## src/hdl/dptf_pkg.sv

```systemverilog
`default_nettype none

package dptf_pkg;

  // Command codes carried on the kind field.
  typedef enum logic [1:0] {
    KIND_PULSE   = 2'd0,
    KIND_CONSUME = 2'd1,
    KIND_CLEAR   = 2'd2,
    KIND_SET_EN  = 2'd3
  } kind_t;

  localparam int unsigned TIME_W  = 32;
  localparam int unsigned MS_W    = 16;
  localparam int unsigned SCALE_W = 10;
  // The lockout window is held in microseconds: milliseconds times 1000.
  localparam int unsigned LIMIT_W = MS_W + SCALE_W;

  localparam logic [SCALE_W-1:0] DEBOUNCE_SCALE = 10'd1000;
  localparam logic [LIMIT_W-1:0] RESET_LIMIT    = 26'd50000;

  // One result beat as handed from the control stage to the ports.
  typedef struct packed {
    logic              strobe;
    logic              pulse_valid;
    logic [TIME_W-1:0] dropped_count;
  } res_t;

endpackage

`default_nettype wire

```

## src/hdl/debounced_pulse_timestamp_fifo_core.sv

```systemverilog
`default_nettype none
// Channel   Handshake                       Payload
// input     start high, busy low            in_kind, in_now_us, in_enable_value
// result    out_strobe for one cycle        out_pulse_valid, out_timestamp_us,
//                                           out_dropped_count
// config    cfg_we                          cfg_wdata (debounce in ms)
//
// Every command gives one result beat once it is taken and has passed the
// input register and then the control stage, whose result register and
// the registered queue read line up. busy stays low, so a command can be
// taken in every cycle. The receiver cannot stall. rst_n is synchronous and
// empties the queue at once; queue storage is not cleared.

module debounced_pulse_timestamp_fifo_core #(
  parameter int unsigned QUEUE_DEPTH = 8
) (
  input  wire logic                         clk,
  input  wire logic                         rst_n,
  input  wire logic                         start,
  output logic                              busy,
  input  wire logic [1:0]                   in_kind,
  input  wire logic [dptf_pkg::TIME_W-1:0]  in_now_us,
  input  wire logic                         in_enable_value,
  output logic                              out_strobe,
  output logic                              out_pulse_valid,
  output logic [dptf_pkg::TIME_W-1:0]       out_timestamp_us,
  output logic [dptf_pkg::TIME_W-1:0]       out_dropped_count,
  input  wire logic                         cfg_we,
  input  wire logic [dptf_pkg::MS_W-1:0]    cfg_wdata
);

  localparam int unsigned PW = $clog2(QUEUE_DEPTH);

  logic                           in_vld_r;
  dptf_pkg::kind_t                in_kind_r;
  logic [dptf_pkg::TIME_W-1:0]    in_now_r;
  logic                           in_en_r;
  logic [dptf_pkg::LIMIT_W-1:0]   limit_r, limit_nxt;
  logic                           ram_we;
  logic                           ram_re;
  logic [PW-1:0]                  ram_waddr;
  logic [PW-1:0]                  ram_raddr;
  logic [dptf_pkg::TIME_W-1:0]    ram_rdata;
  dptf_pkg::res_t                 res;

  assign busy = 1'b0;

  // Input register: every command beat lands here first.
  always_ff @(posedge clk) begin
    if (!rst_n) begin
      in_vld_r <= 1'b0;
    end else begin
      in_vld_r <= start && !busy;
    end
  end

  always_ff @(posedge clk) begin
    in_kind_r <= dptf_pkg::kind_t'(in_kind);
    in_now_r  <= in_now_us;
    in_en_r   <= in_enable_value;
  end

  function automatic logic [dptf_pkg::LIMIT_W-1:0] LIMIT_W_MUL(
    input logic [dptf_pkg::MS_W-1:0] ms
  );
    LIMIT_W_MUL = {{dptf_pkg::SCALE_W{1'b0}}, ms} *
                  {{dptf_pkg::MS_W{1'b0}}, dptf_pkg::DEBOUNCE_SCALE};
  endfunction

  // The debounce setting is kept already scaled to microseconds.
  assign limit_nxt = cfg_we
    ? LIMIT_W_MUL(cfg_wdata)
    : limit_r;

  always_ff @(posedge clk) begin
    if (!rst_n) begin
      limit_r <= dptf_pkg::RESET_LIMIT;
    end else begin
      limit_r <= limit_nxt;
    end
  end

  dptf_ctrl #(
    .QUEUE_DEPTH (QUEUE_DEPTH)
  ) u_ctrl (
    .clk         (clk),
    .rst_n       (rst_n),
    .item_vld    (in_vld_r),
    .item_kind   (in_kind_r),
    .item_now_us (in_now_r),
    .item_enable (in_en_r),
    .limit_us    (limit_r),
    .ram_we      (ram_we),
    .ram_waddr   (ram_waddr),
    .ram_re      (ram_re),
    .ram_raddr   (ram_raddr),
    .res         (res)
  );

  dptf_ram #(
    .WIDTH (dptf_pkg::TIME_W),
    .DEPTH (QUEUE_DEPTH)
  ) u_ring (
    .clk   (clk),
    .we    (ram_we),
    .waddr (ram_waddr),
    .wdata (in_now_r),
    .re    (ram_re),
    .raddr (ram_raddr),
    .rdata (ram_rdata)
  );

  // Result beat: the popped time shows only with a valid pop.
  assign out_strobe        = res.strobe;
  assign out_pulse_valid   = res.pulse_valid;
  assign out_dropped_count = res.dropped_count;
  assign out_timestamp_us  = res.pulse_valid ? ram_rdata : '0;

endmodule

`default_nettype wire

```

## src/hdl/dptf_ram.sv

```systemverilog
`default_nettype none

module dptf_ram #(
  parameter int unsigned WIDTH = 32,
  parameter int unsigned DEPTH = 8
) (
  input  wire logic                     clk,
  input  wire logic                     we,
  input  wire logic [$clog2(DEPTH)-1:0] waddr,
  input  wire logic [WIDTH-1:0]         wdata,
  input  wire logic                     re,
  input  wire logic [$clog2(DEPTH)-1:0] raddr,
  output logic      [WIDTH-1:0]         rdata
);

  logic [WIDTH-1:0] mem [DEPTH];

  // One write port and one registered read port.
  always_ff @(posedge clk) begin
    if (we) begin
      mem[waddr] <= wdata;
    end
    if (re) begin
      rdata <= mem[raddr];
    end
  end

endmodule

`default_nettype wire

```

## src/hdl/dptf_ctrl.sv

```systemverilog
`default_nettype none

module dptf_ctrl #(
  parameter int unsigned QUEUE_DEPTH = 8
) (
  input  wire logic                              clk,
  input  wire logic                              rst_n,
  input  wire logic                              item_vld,
  input  wire dptf_pkg::kind_t                   item_kind,
  input  wire logic [dptf_pkg::TIME_W-1:0]       item_now_us,
  input  wire logic                              item_enable,
  input  wire logic [dptf_pkg::LIMIT_W-1:0]      limit_us,
  output logic                                   ram_we,
  output logic [$clog2(QUEUE_DEPTH)-1:0]         ram_waddr,
  output logic                                   ram_re,
  output logic [$clog2(QUEUE_DEPTH)-1:0]         ram_raddr,
  output dptf_pkg::res_t                         res
);

  localparam int unsigned PW = $clog2(QUEUE_DEPTH);
  localparam logic [PW-1:0] LAST_SLOT = PW'(QUEUE_DEPTH - 1);

  logic [PW-1:0]                 wp_r, wp_nxt;
  logic [PW-1:0]                 rp_r, rp_nxt;
  logic [dptf_pkg::TIME_W-1:0]   last_r, last_nxt;
  logic [dptf_pkg::TIME_W-1:0]   drop_r, drop_nxt;
  logic                          en_r, en_nxt;
  dptf_pkg::res_t                res_r, res_nxt;
  logic [dptf_pkg::TIME_W-1:0]   diff;
  logic                          locked;
  logic [PW-1:0]                 wp_adv;
  logic [PW-1:0]                 rp_adv;

  // Ring pointers wrap at the queue depth, which need not be a power of two.
  assign wp_adv = (wp_r == LAST_SLOT) ? '0 : wp_r + 1'b1;
  assign rp_adv = (rp_r == LAST_SLOT) ? '0 : rp_r + 1'b1;

  // A last accepted time of zero means no pulse is on record.
  assign diff   = item_now_us - last_r;
  assign locked = (last_r != '0) &&
                  (diff < {{(dptf_pkg::TIME_W - dptf_pkg::LIMIT_W){1'b0}}, limit_us});

  assign ram_waddr = wp_r;
  assign ram_raddr = rp_r;

  // Decode the registered command and work out the next queue state.
  always_comb begin
    wp_nxt   = wp_r;
    rp_nxt   = rp_r;
    last_nxt = last_r;
    drop_nxt = drop_r;
    en_nxt   = en_r;
    ram_we   = 1'b0;
    ram_re   = 1'b0;
    res_nxt.pulse_valid = 1'b0;
    if (item_vld) begin
      unique case (item_kind)
        dptf_pkg::KIND_PULSE: begin
          if (en_r && !locked) begin
            last_nxt = item_now_us;
            if (wp_adv == rp_r) begin
              drop_nxt = drop_r + 1'b1;
            end else begin
              ram_we = 1'b1;
              wp_nxt = wp_adv;
            end
          end
        end
        dptf_pkg::KIND_CONSUME: begin
          if (rp_r != wp_r) begin
            ram_re = 1'b1;
            rp_nxt = rp_adv;
            res_nxt.pulse_valid = 1'b1;
          end
        end
        dptf_pkg::KIND_CLEAR: begin
          wp_nxt   = '0;
          rp_nxt   = '0;
          last_nxt = '0;
        end
        dptf_pkg::KIND_SET_EN: begin
          en_nxt   = item_enable;
          wp_nxt   = '0;
          rp_nxt   = '0;
          last_nxt = '0;
        end
        default: begin
        end
      endcase
    end
    res_nxt.strobe        = item_vld;
    res_nxt.dropped_count = drop_nxt;
  end

  // Queue state and the result beat register.
  always_ff @(posedge clk) begin
    if (!rst_n) begin
      wp_r   <= '0;
      rp_r   <= '0;
      last_r <= '0;
      drop_r <= '0;
      en_r   <= 1'b1;
      res_r  <= '0;
    end else begin
      wp_r   <= wp_nxt;
      rp_r   <= rp_nxt;
      last_r <= last_nxt;
      drop_r <= drop_nxt;
      en_r   <= en_nxt;
      res_r  <= res_nxt;
    end
  end

  assign res = res_r;

endmodule

`default_nettype wire

```

## config.mk

```make
export PLATFORM = sky130hd
export DESIGN_NAME = debounced_pulse_timestamp_fifo_core
export DESIGN_NICKNAME = d
export VERILOG_FILES = /design/src/hdl/dptf_pkg.sv /design/src/hdl/debounced_pulse_timestamp_fifo_core.sv /design/src/hdl/dptf_ram.sv /design/src/hdl/dptf_ctrl.sv
export SDC_FILE = /design/constraint.sdc
export NUM_CORES = 1
export LEC_CHECK = 0
export ABC_AREA = 0
export CAP_MARGIN = 10
export CORE_MARGIN = 1.5
export CORE_UTILIZATION = 45
export CTS_CLUSTER_SIZE = 10
export DETAILED_ROUTE_END_ITERATION = 12
export DONT_BUFFER_PORTS = 1
export PLACE_DENSITY = 0.65
export SLEW_MARGIN = 25
export SYNTH_ARGS = -nofsm -noshare
export SYNTH_HDL_FRONTEND = slang
export SYNTH_HIERARCHICAL = 1
export SYNTH_SLANG_ARGS = --single-unit
```

## constraint.sdc

```tcl
create_clock -name clk -period 6.8 [get_ports clk]
set_clock_uncertainty 0.15 [all_clocks]
set_input_delay 1.36 -clock clk [delete_from_list [all_inputs] [get_ports clk]]
set_output_delay 1.36 -clock clk [all_outputs]
set_load 0.005 [all_outputs]
```

==> summary by stage <==
Outcome
The run finished with clean final reports.

Route
Using the TritonRoute via totals, the vias-per-cell ratio works out to 5.52. The count of vias placed by the detailed router is 12700. The average routed wire per standard cell is 19.0 µm. The final routed wirelength across all metal layers is 44.0 mm. The remaining number of nets flagged by the antenna check after routing is 0.

The starting DRC count in detailed routing is 815. For this run, the detailed router's first-pass iteration total came to 5. In the routed design, unresolved DRC markers number 0.

Setup path
The kind of cell with the highest combined delay on the critical path is compound AO/OA/AOI/OAI gates. In this run the worst path has a maximum fanout of 78. For this run, the slowest stage of the critical path takes 0.59 ns.

The critical path start-end classification is register to register. For the worst setup path, the data required time is 7.11 ns. The worst setup path is captured at a register.

The startpoint type of the worst setup path is a register. For flop-to-flop paths, the worst setup slack is ~0.56 ns. The total buffers and inverters traversed by the critical path is 1.

At the worst endpoint, the arrival time is 6.55 ns. Walking the worst path, the cells encountered are ha_1 -> and3_1 -> nand4_1 -> a2111oi_1 -> o21bai_1 -> nor2b_1 -> o21ai_0 -> a21o_1 -> a21oi_1 -> xnor2_1 -> ha_1 -> a21oi_1 -> o21a_1 -> o21ai_0 -> a2111oi_0 -> o2111ai_1 -> or4_4 -> o31ai_4 -> buf_4 -> nor2_1 -> mux2i_1. The slowest library cell on the worst path is sky130_fd_sc_hd__dfxtp_1.

CTS
The number of gates resized after CTS was 0. The deepest level of the CTS H-tree is 2. Buffers added to address setup during post-CTS repair amount to 0. The buffer cell driving the clock tree root is sky130_fd_sc_hd__clkbuf_16.

The number of buffers inserted during clock tree synthesis is 49. After clock tree synthesis, the flow added hold-fix buffers numbering 0. The CTS tree is yes.

CTS saw 420 sinks. The buffer depth of the longest clock path is 3. Clock-pin slew was measured on the worst setup and hold paths at 0.05 ns. Clock latency on the worst-skew pair, taken at its later pin, is 0.59 ns.

Synthesis
Yosys mapped the design onto between 70 and 80 distinct sky130hd cell types. Synthesis produced 1660 cells. The most used flip-flop cell after synthesis is sky130_fd_sc_hd__edfxtp_1. The cell area after synthesis is 21200 µm².

The number of flops mapped to enable cells by yosys is 288. The number of synthesized register bits is 420. The total of warnings raised by yosys is 6. The sequential share of the synthesized area is 53.2%.

A synthesized cell averages 12.8 µm². Counting flops with an async set or reset pin after synthesis yields a share of 0%.

Cells and area
The share of layout cells above drive strength 1 is under 10%. The finished layout cell area is ~23000 µm². The library cells used most frequently in the layout, excluding fill and tap cells, are 288 x sky130_fd_sc_hd__edfxtp_1, 164 x sky130_fd_sc_hd__inv_1, 129 x sky130_fd_sc_hd__dfxtp_1, 114 x sky130_fd_sc_hd__ha_1, 109 x sky130_fd_sc_hd__nand2_1. From synthesis to final layout, the design area changed by 9.86%.

The filler cells instantiated in the layout total 4012. In the final design database the tool counted 1884 nets. The leading cell type in the layout, fill and taps excluded is sky130_fd_sc_hd__edfxtp_1.

Global route
Global routing used 18.4% of the available tracks. The via count of the first global-routing pass is 12800. Entering global routing, the biggest net connects 79 pins. The first-pass GRT wire length is 69.5 mm. The total overflow left after global routing is 0.

The initial antenna violation count is 4.

Placed design
The post-placement cell area is about 22000 µm². Routability-driven placement finished with a final weighted congestion of 0.887. The wire-length estimate of the detail-placed layout is 29.7 mm. The count of input and output buffers is 0.

STA
For the pin with the worst max-slew slack, the measured transition is 0.923 ns. The final setup TNS is 0 ns. Dividing the final minimum period by the clock period gives 91.8%. The number of hold violations in the final report was 0.

Setup repair after global routing left no endpoint under its margin. The max-slew violation count is 0. Timing would allow up to approximately 0.16 GHz. Headroom to the max-slew limit came out at around two fifths. Subtracting the final worst setup slack from the clock period gives roughly 6.2 ns. Setup violations remaining at the end of the flow were counted as 0.

Power
In this run the static leakage power is 0.00833 µW. IR analysis of the VDD net gives a maximum drop of 259 µV. The power per unit of standard cell area is 294 nW/µm².

Floorplanning
The effective utilization at floorplan is 45.6%. The core footprint is 46600 µm². The height of the chip is 220 µm. The floorplan die width is between 200 and 250 µm. The area of the die is between 40000 and 50000 µm². The initialized floorplan defines 79 standard-cell rows.

The I/O pin total is 122.

Hold path
The min-delay analysis places its worst path in the category register to register.

Run
The count of maximum capacitance violations is 0.
[area by class of cell]
| class | instances | area, µm² | share of cell area (%) |
|---|---|---|---|
| tap | 607 | 759 | 3.26 |
| inverter | 165 | 619 | 2.66 |
| multi-input combinational | 1006 | 8970 | 38.5 |
| sequential | 420 | 11300 | 48.5 |
| clock inverter | 5 | 104 | 0.446 |
| clock buffer | 87 | 1400 | 6.00 |
| antenna | 1 | 2.50 | 0.0107 |
| timing repair buffer | 18 | 148 | 0.634 |
[stage by stage]
step / instances / worst slack, ns / utilization (%) / hold WS, ns / power [µW]
finish: 2309 / 0.555 / 50.0 / 0.302 / 6860
CTS: 2307 / 0.696 / 50.0 / 0.304 / 6930
floorplan: 1663 / 0.614 / - / 0.268 / 4190
global route: 2308 / 0.125 / 50.0 / 0.331 / 7260
detailed placement: 2215 / 0.731 / 46.8 / 0.287 / 4480
global placement: 2215 / 0.971 / 46.8 / 0.277 / 4450
[power breakdown]
group          switching (µW)  internal (µW)  total [µW]  leakage, µW
registers                57.3           2780        2840      0.00367
clock network             999           1430        2430     0.000712
logic                     924            663        1590      0.00394
[worst paths after layout]
| path | startpoint | end | cells after the start |
|---|---|---|---|
| min reg2reg | limit_r[23]$_SDFFE_PN0P_ | limit_r[23]$_SDFFE_PN0P_ | 2 |
| max | in_now_r[9]$_DFF_P_ | u_ctrl/ram_waddr[2]$_SDFFE_PN0P_ | 21 |
| min | limit_r[23]$_SDFFE_PN0P_ | limit_r[23]$_SDFFE_PN0P_ | 2 |
| max reg2reg | in_now_r[9]$_DFF_P_ | u_ctrl/ram_waddr[2]$_SDFFE_PN0P_ | 21 |
[metal layers]
layer | GRT usage (%) | share of wire [%]
met1 | 24.3 | 45
met2 | 31.2 | 49
met3 | 3.53 | 4.4
met4 | 4.81 | 1.8
met5 | 0 | 0.030
[logic make-up after synthesis]
group,share of synthesized area [%]
AOI/OAI and AO/OA,8.70
xor gates and xnor gates,1.90
adders and majority gates,11.9
buffers and inverters,4.76
DFF,53.2
muxes,10.2
other,0.0177
and+or+nand+nor,9.28
[synthesized netlist by cell type (12+ instances only)]
| library cell | count | area (µm²) |
|---|---|---|
| sky130_fd_sc_hd__clkbuf_1 | 38 | 143 |
| sky130_fd_sc_hd__nand4_1 | 23 | 144 |
| sky130_fd_sc_hd__nand2_1 | 109 | 409 |
| sky130_fd_sc_hd__nor3_1 | 14 | 70.1 |
| sky130_fd_sc_hd__mux2_2 | 32 | 360 |
| sky130_fd_sc_hd__nor2b_1 | 14 | 87.6 |
| sky130_fd_sc_hd__or3_1 | 14 | 87.6 |
| sky130_fd_sc_hd__o21a_1 | 12 | 90.1 |
| sky130_fd_sc_hd__ha_1 | 114 | 1430 |
| sky130_fd_sc_hd__xor2_1 | 14 | 123 |
| sky130_fd_sc_hd__mux4_1 | 40 | 1050 |
| sky130_fd_sc_hd__a21o_1 | 22 | 165 |
| sky130_fd_sc_hd__buf_2 | 12 | 60.1 |
| sky130_fd_sc_hd__fa_1 | 55 | 1100 |
| sky130_fd_sc_hd__o31ai_1 | 17 | 128 |
| sky130_fd_sc_hd__and2_1 | 41 | 257 |
| sky130_fd_sc_hd__nand3_1 | 62 | 310 |
| sky130_fd_sc_hd__o21ai_0 | 74 | 370 |
| sky130_fd_sc_hd__and3_1 | 14 | 87.6 |
| sky130_fd_sc_hd__mux4_2 | 24 | 541 |
| sky130_fd_sc_hd__nor2_1 | 46 | 173 |
| sky130_fd_sc_hd__xnor2_1 | 32 | 280 |
| sky130_fd_sc_hd__or4_1 | 15 | 113 |
| sky130_fd_sc_hd__edfxtp_1 | 288 | 8650 |
| sky130_fd_sc_hd__inv_1 | 164 | 616 |
| sky130_fd_sc_hd__a21oi_1 | 83 | 415 |
| sky130_fd_sc_hd__mux2i_1 | 21 | 210 |
| sky130_fd_sc_hd__dfxtp_1 | 132 | 2640 |
[tightest hold or removal path, stage by stage, from the launching register on]
cell and delay [ns]:
sky130_fd_sc_hd__dfxtp_1 0.31, sky130_fd_sc_hd__nand2_1 0.05, sky130_fd_sc_hd__o21ai_1 0.05
[registers in the layout (all words and copies together) (netlist names)]
signal            cells
u_ctrl/last_r        32
u_ring/mem          256
u_ctrl/res           34
u_ctrl/en_r           1
limit_r              23
in_kind_r             2
in_vld_r              1
in_en_r               1
in_now_r             32
u_ring/rdata         32
u_ctrl/ram_waddr      3
u_ctrl/ram_raddr      3
No activity file was read; power rests on OpenSTA's default activity.
